**src/rtl/kpqs_stack.sv**
```systemverilog
// Range stack memory: one write port and one registered read port.
`default_nettype none

module kpqs_stack #(
	parameter int WIDTH = 12,
	parameter int DEPTH = 64
) (
	input  wire logic                     clk,
	input  wire logic                     we,
	input  wire logic [$clog2(DEPTH)-1:0] waddr,
	input  wire logic [WIDTH-1:0]         wdata,
	input  wire logic [$clog2(DEPTH)-1:0] raddr,
	output logic      [WIDTH-1:0]         rdata
);

	logic [WIDTH-1:0] mem_q [DEPTH];

	always_ff @(posedge clk) begin
		if (we) begin
			mem_q[waddr] <= wdata;
		end
		rdata <= mem_q[raddr];
	end

endmodule

`default_nettype wire

```
**config.mk**
```make
export PLATFORM = sky130hd
export DESIGN_NAME = kpqs_stack
export DESIGN_NICKNAME = d
export VERILOG_FILES = /design/src/rtl/kpqs_stack.sv
export SDC_FILE = /design/constraint.sdc
export NUM_CORES = 1
export LEC_CHECK = 0
export ABC_AREA = 1
export BUFFER_PORTS_ARGS = -buffer_cell sky130_fd_sc_hd__buf_2
export CAP_MARGIN = 5
export CORE_UTILIZATION = 50
export DETAILED_ROUTE_END_ITERATION = 12
export GPL_TIMING_DRIVEN = 0
export PLACE_DENSITY = 0.69
export SYNTH_ARGS = -nofsm -noshare
export SYNTH_HDL_FRONTEND = slang
export SYNTH_SLANG_ARGS = --single-unit
```
**constraint.sdc**
```tcl
create_clock -name clk -period 3.65 [get_ports clk]
set_input_delay 0.5475 -clock clk [delete_from_list [all_inputs] [get_ports clk]]
set_output_delay 0.5475 -clock clk [all_outputs]
set_load 0.1 [all_outputs]
```
## After elaboration in Yosys (flattened, before gate mapping)

Memories as Yosys holds them, arrays and structs flattened. A register that Yosys moved wholly into a read port is not among the register bits.
Index checks and enable logic that the tools add are counted.

- Register bits: 0
- Memory bits (writable): 768
- Input bits: 26
- Output and inout bits: 12
- Word-level logic and storage cells: 3
- Memories: 1

Memory list:

| name | depth | bits a word | read ports | clocked after Yosys merged registers in | wr ports | RTL line | RTL |
|---|---|---|---|---|---|---|---|
| mem_q | 64 | 12 | 1 | 1 | 1 | 16 | `logic [WIDTH-1:0] mem_q [DEPTH];` |

- Multiplexer cells: 2

Operator list:

| operator | count |
|---|---|
| 1-bit two-way mux | 2 |

## Logic depth before layout (Yosys ltp)

Gate-level depths: netlist of the first run.

- Word-level depth: 2
- Gate-level depth with buffers: 12
- Depth with buffers taken out: 9

## Least setup slack after synthesis of the first run

No wires, ideal clock.

- Path type: input to register
- Start: input port we
- End: memory mem_q[48][0], enable pin
- Setup time: 413 ps
- Data arrival time: 2295 ps
- Path slack: 942 ps
- Stages: 3
- Path buffers: 1
- Cell sequence: clkbuf_1 > nand4_1 > nor4_1

- Cells in the longest elaborated chain, start to end: 2

RTL lines:

| what | RTL line | RTL |
|---|---|---|
| start: declaration | 9 | `input wire logic we,` |
| 1-bit two-way mux | 19 | `if (we) begin` |
| 1-bit two-way mux (not written as such) | 20 | `mem_q[waddr] <= wdata;` |
| end: declaration | 16 |  |

Every way passes these cells.

## Final worst setup path of the first run

- Start: input port waddr[1]
- End: memory mem_q[41][9], enable pin

RTL lines:

| what | RTL line | RTL |
|---|---|---|
| start: declaration | 10 | `input wire logic [$clog2(DEPTH)-1:0] waddr,` |

Straight into the memory's write port.

==> flow_summary.yaml, run 1 <==
global_routing:
  initial_antenna_violation_count: 4
  grt_max_degree: 65
  grt_util_all_layers_pct: 30.2
  grt_first_pass_wirelength_um: 137000
  grt_remaining_overflow: 0
  grt_pass1_vias: 20485
clock_network:
  cts.sinks: 780
  cts_resized: 0
  cts.clk_slew.worst_paths_ns: 0.06
  h-tree-depth: 3
  cts-root-buf: "sky130_fd_sc_hd__clkbuf_16"
  cts-hold-fix-buffers: 0
  worst_skew_pair.late_latency_ns: 0.63
  tritoncts.num_buffers: 81
  post_cts.repair.setup_buffers: 0
  max-clock-path-buffers: 3
  tritoncts: "done"
pwr:
  ir_worst_vdd_v: 0.000352
  pwr_density_cell_nw_per_um2: 542
  fin_total_pwr_mw: 19.5
  cellLeakagePower_nw: 13.1
place:
  port_buffers: 30
  pre_cts_slack_ns: 0.262
  placed_cells: 3550
  dpl_cell_area_sq_um: 33200
  dp.final_hpwl_um: 64400
  gp_routability_congestion: 0.985
synthesis:
  netlist_area_sq_um: 31700
  yosysUniqueCellTypes: 16
  synth.largest_area_cell: "sky130_fd_sc_hd__edfxtp_1"
  post_synth_edffs: 768
  synthesis.instances: 2661
  synth.avg_cell_area_sq_um: 11.9
  ys_top_cells_by_area: "sky130_fd_sc_hd__edfxtp_1, sky130_fd_sc_hd__nand2_1, sky130_fd_sc_hd__nand3_1, sky130_fd_sc_hd__buf_6, sky130_fd_sc_hd__buf_2"
  post-synth-top-area-fraction_pct: 72.8
  ys.warnings.count: 0
  proportion_of_synthesized_flip_flops_having_asynchronous_set_or_reset_pct: 0
  postSynthNetCount: 2687
  synth.most_common_cell: "sky130_fd_sc_hd__nand2_1"
  ys_top_cells_by_count: "sky130_fd_sc_hd__nand2_1, sky130_fd_sc_hd__edfxtp_1, sky130_fd_sc_hd__nand3_1, sky130_fd_sc_hd__buf_2, sky130_fd_sc_hd__nor2_1"
  seq_area_frac_synth_pct: 73.6
  prevailing_post_synth_register_cell: "sky130_fd_sc_hd__edfxtp_1"
  post_synthesis_register_bit_count: 780
timing:
  fin_tns_setup_ns: 0
  unrepaired_setup_endpoints_after_global_routing: "no"
  final-max-slew-violation-count: 0
  fin_ws_ns: 0.864
  max_freq_mhz: 359
  max_slew_margin_pct: 8.03
  finalWorstPathRequiredPeriod_ns: 2.79
  worst_clock_skew_ns: 0.0302
  worst_hold_slack_ns: 0.388
  transition_time_at_the_pin_with_the_least_slew_margin_ns: 1.37
  setup_viol: 0
  hold_viol_final: 0
  fin_crit_sh_pct: 76.3
worst_setup_path:
  crit_fanout: 12
  worstSetupPathType: "primary input to flip-flop"
  timing.critical_path.to_type: "flip-flop"
  start_kind: "primary input"
  endpoint_arrival_time_on_the_critical_path_ns: 3.01
  timing.critical_path.required_ns: 3.87
routing:
  dr_wl_met3_um: 10500
  viasPerCell: 5.91
  routedLengthMet1_um: 37700
  initialDrtViolationCount: 2947
  first_pass_iters: 6
  drtAntennaViolNets: 0
  drc: 0
  topRoutingLayerUsed: "met5"
  met2WireLength_um: 43400
  wl_per_cell_um: 25.9
  vias: 21956
  detail_route.wirelength_um: 96100
final_layout:
  layout-area-overhead-vs-synth_pct: 13.5
  layout.core_utilization_pct: 57.8
  layoutNonFillerInstCount: 3713
  share_of_post_route_cells_with_drive_strength_above_1_pct: 11.3
  post-route-cell-area_sq_um: 35900
  finish.net_count: 2837
outcome:
  outcome: "complete, no violations"
floorplan:
  die_span_y_um: 254
  core-area_sq_um: 62200
  start_util_pct: 51.0
  io-pin-count: 38
  die-area_sq_um: 64400
  die_width_um: 254
  number_of_placement_rows: 91
worst_hold_path:
  hp-class: "primary input to flip-flop"
job:
  timing.max_cap.violations: 0
placed cells by master, fill, tap and decap left out, types with 8 or more instances in the layout:
cell type                     n
sky130_fd_sc_hd__clkinv_2    16
sky130_fd_sc_hd__nand3_1    655
sky130_fd_sc_hd__nor4_2       8
sky130_fd_sc_hd__dfxtp_1     12
sky130_fd_sc_hd__clkinv_1    14
sky130_fd_sc_hd__clkbuf_16   84
sky130_fd_sc_hd__buf_6       46
sky130_fd_sc_hd__clkbuf_1    45
sky130_fd_sc_hd__buf_4       38
sky130_fd_sc_hd__buf_1        9
sky130_fd_sc_hd__edfxtp_1   768
sky130_fd_sc_hd__inv_1       10
sky130_fd_sc_hd__nor2_1      53
sky130_fd_sc_hd__nand4_1      9
sky130_fd_sc_hd__nand2_1    972
sky130_fd_sc_hd__buf_2      106
where the power goes:
part	switching [mW]	internal, mW	total (mW)
clock	3.34	4.70	8.04
combinational	1.15	0.339	1.49
sequential	0.0180	9.91	9.93
total	4.51	15.0	19.5
state kept, by name (all words and copies together) (netlist names):
| name | flops |
|---|---|
| mem_q | 768 |
| rdata | 12 |
path summary, 6_finish.rpt:
path / startpoint / end / slack [ns] / depth (start not counted)
setup / recovery: waddr[1] / mem_q[41][9]$_DFFE_PP_ / 0.86 / 4
hold / removal: raddr[5] / rdata[11]$_DFF_P_ / 0.39 / 3
setup reg to reg: mem_q[11][3]$_DFFE_PP_ / rdata[3]$_DFF_P_ / 2.09 / 8
hold reg to reg: mem_q[22][11]$_DFFE_PP_ / rdata[11]$_DFF_P_ / 0.98 / 8
per-layer routing:
layer,vias up,global-route usage [%]
li1,9697,-
met1,10705,41.7
met3,239,6.71
met2,1313,46.3
met5,-,0
met4,2,13.0
cells by family after synthesis:
logic type,after synthesis,synth area share [%]
and+or+nand+nor,1700,22.9
buffers and inverters,181,3.57
DFF,780,73.6
cell type report:
class / instances / area (sq um)
flip-flops and latches: 780 / 23300
clock buffers: 106 / 2220
plain buffers: 169 / 1080
well taps: 837 / 1050
multi-input cells: 1700 / 7300
diodes: 4 / 10.0
repair buffers: 67 / 586
clock inverters: 38 / 338
fillers: 5073 / 26200
inverters: 12 / 50.0
worst max-delay path, cell delays in order:
cell,delay (ns)
sky130_fd_sc_hd__clkbuf_1,0.21
sky130_fd_sc_hd__inv_1,0.31
sky130_fd_sc_hd__nand4_1,0.67
sky130_fd_sc_hd__nor2_1,1.26
Note: power is estimated with default switching activity, not from simulation.
==> run 2: changes to the inputs <==
- ABC_AREA: 1 -> 0
- clock period: 3.65 -> 2.8 ns (I/O delays scaled with it)
==> flow_summary.yaml, run 2 <==
clock_network:
  cts.sinks: 780
  tritoncts.num_buffers: 78
  worst_skew_pair.late_latency_ns: 0.62
  post_cts.repair.setup_buffers: 0
  h-tree-depth: 3
  cts_resized: 0
  cts-root-buf: "sky130_fd_sc_hd__clkbuf_16"
  max-clock-path-buffers: 3
  cts.clk_slew.worst_paths_ns: 0.06
  tritoncts: "done"
  cts-hold-fix-buffers: 0
routing:
  viasPerCell: 6.37
  detail_route.wirelength_um: 73600
  initialDrtViolationCount: 1899
  wl_per_cell_um: 32.0
  drtAntennaViolNets: 0
  first_pass_iters: 6
  vias: 14632
  drc: 0
synthesis:
  synth.most_common_cell: "sky130_fd_sc_hd__edfxtp_1"
  prevailing_post_synth_register_cell: "sky130_fd_sc_hd__edfxtp_1"
  synthesis.instances: 1339
  post_synth_edffs: 768
  postSynthNetCount: 1365
  synth.avg_cell_area_sq_um: 22.3
  netlist_area_sq_um: 29900
  ys_top_cells_by_area: "sky130_fd_sc_hd__edfxtp_1, sky130_fd_sc_hd__mux4_2, sky130_fd_sc_hd__nor2_1, sky130_fd_sc_hd__dfxtp_1, sky130_fd_sc_hd__mux2i_1"
  post-synth-top-area-fraction_pct: 77.3
  post_synthesis_register_bit_count: 780
  seq_area_frac_synth_pct: 78.1
  synth.largest_area_cell: "sky130_fd_sc_hd__edfxtp_1"
  proportion_of_synthesized_flip_flops_having_asynchronous_set_or_reset_pct: 0
  ys.warnings.count: 0
  yosysUniqueCellTypes: 35
  ys_top_cells_by_count: "sky130_fd_sc_hd__edfxtp_1, sky130_fd_sc_hd__mux4_2, sky130_fd_sc_hd__nor2_1, sky130_fd_sc_hd__clkbuf_1, sky130_fd_sc_hd__o22ai_1"
pwr:
  p_seq_share_pct: 53.3
  swShare_pct: 21.7
  cellLeakagePower_nw: 10.4
  internal_power_mw: 19.0
  clkPwrFrac_pct: 40.7
  fin_total_pwr_mw: 24.3
  comb_power_share_pct: 5.9
  power_switching_mw: 5.26
  pwr_density_cell_nw_per_um2: 723
  ir_worst_vdd_v: 0.000471
worst_setup_path:
  crit-reg2reg-capture: "rdata[1]$_DFF_P_"
  timing.critical_path.to_type: "flip-flop"
  r2r_setup_slack_ns: 0.63
  start_kind: "primary input"
  endpoint_arrival_time_on_the_critical_path_ns: 2.98
  worstSetupPathType: "primary input to flip-flop"
  worst_setup_path_startpoint: "waddr[1]"
  setup.worst_path.end: "mem_q[27][10]$_DFFE_PP_"
  crit_fanout: 12
  rr_startpoint: "mem_q[38][1]$_DFFE_PP_"
  timing.critical_path.required_ns: 3.01
  r2r_cells: 5
final_layout:
  largest_reg_flops: 768
  layout.cells.most_common: "sky130_fd_sc_hd__edfxtp_1"
  layout.cells.most_common_list: "sky130_fd_sc_hd__edfxtp_1, sky130_fd_sc_hd__mux4_2, sky130_fd_sc_hd__clkbuf_16"
  share_of_post_route_cells_with_drive_strength_above_1_pct: 25.7
  regMostFlops: "mem_q"
  finish.net_count: 1493
  largestRegisters: "mem_q: 768 flops, rdata: 12 flops"
  post-route-cell-area_sq_um: 33600
  layout-area-overhead-vs-synth_pct: 12.5
timing:
  max_slew_margin_pct: 7.50
  max_freq_mhz: 361
  transition_time_at_the_pin_with_the_least_slew_margin_ns: 1.39
  fin_crit_sh_pct: 98.8
  final-max-slew-violation-count: 0
  unrepaired_setup_endpoints_after_global_routing: "no"
  hold_viol_final: 0
  finalWorstPathRequiredPeriod_ns: 2.77
  worst_clock_skew_ns: 0.0256
  setup_viol: 0
floorplan:
  die_span_y_um: 246
  die-area_sq_um: 60700
  start_util_pct: 50.6
  io-pin-count: 38
  die_width_um: 246
  number_of_placement_rows: 89
  core-area_sq_um: 59000
job:
  timing.max_cap.violations: 0
worst_hold_path:
  whs_path_depth: 1
  hp-class: "primary input to flip-flop"
global_routing:
  initial_antenna_violation_count: 4
  grt_remaining_overflow: 0
  grt_pass1_vias: 14688
  grt_max_degree: 65
  grt_first_pass_wirelength_um: 105000
  grt_util_all_layers_pct: 25.0
place:
  port_buffers: 30
  dp.final_hpwl_um: 45700
  gp_routability_congestion: 0.903
  dpl_cell_area_sq_um: 31000
outcome:
  outcome: "complete, no violations"
[run 2: cell count changes in the layout (fill, tap and decap cells not counted), sizes merged, moves of 18 or more]
cell and change:
nand2b +21, nand3 -641, buf -122, nand2 -958
mux2i +20, mux4 +192, o22ai +23, nor2 +18
[run 2: power groups by stage]
stage | sequential [mW] | clock [mW] | combinational (mW)
final | 13.0 | 9.89 | 1.44
after global routing | 13.0 | 10.4 | 1.50
after CTS | 13.0 | 9.98 | 1.43
after detailed placement | 13.2 | 0 | 1.42
after global placement | 13.2 | 0 | 1.39
after floorplan | 13.4 | 0 | 0.652
[run 2: critical path: stages]
cell and delay (ns):
sky130_fd_sc_hd__clkbuf_1 0.36, sky130_fd_sc_hd__nor2b_1 0.23, sky130_fd_sc_hd__nand3_1 0.66, sky130_fd_sc_hd__nor2_1 1.29
[run 2: worst min-delay path by stage]
stage	endpoint	from	slack, ns
after floorplan	mem_q[0][0]$_DFFE_PP_	wdata[0]	0.52
after global placement	rdata[2]$_DFF_P_	mem_q[39][2]$_DFFE_PP_	0.96
after detailed placement	rdata[2]$_DFF_P_	mem_q[39][2]$_DFFE_PP_	0.96
after CTS	rdata[8]$_DFF_P_	raddr[5]	0.43
after global routing	mem_q[26][8]$_DFFE_PP_	wdata[8]	0.24
final	mem_q[26][8]$_DFFE_PP_	wdata[8]	0.23
[run 2: kinds of logic after synthesis]
logic type	synth area share, %
compound gates	2.59
simple gates	2.49
mux	15.4
flops	78.1
buf+inv	1.44
[run 2: cell type report]
type                    instances  area (sq um)
diodes                          2          5.00
plain buffers                  73           435
clock buffers                 104          2110
clock inverters                32           264
fillers                      4240         25400
multi-input cells             486          6130
flip-flops and latches        780         23300
well taps                     773           967
repair buffers                 48           378
[run 2: metal layers]
metal	wire length [um]	up-vias	track usage [%]
li1	-	5929	-
met1	28300	7744	33.7
met2	35400	813	39.4
met3	7170	142	5.95
met4	2700	4	10.2
met5	29	-	0
[run 2: through the flow]
step           setup WS [ns]  setup TNS, ns  utilization (%)  hold WS, ns  cells
6_report              0.0336              0             56.9        0.233   2298
5_1_grt               0.0149              0             56.9        0.243   2296
4_1_cts               0.0810              0             56.6        0.427   2282
3_5_place_dp          -0.552        -145.05             52.6        0.955   2146
3_3_place_gp          -0.518         -94.66             52.5        0.956   2142
2_1_floorplan          0.596              0                -        0.519   1339
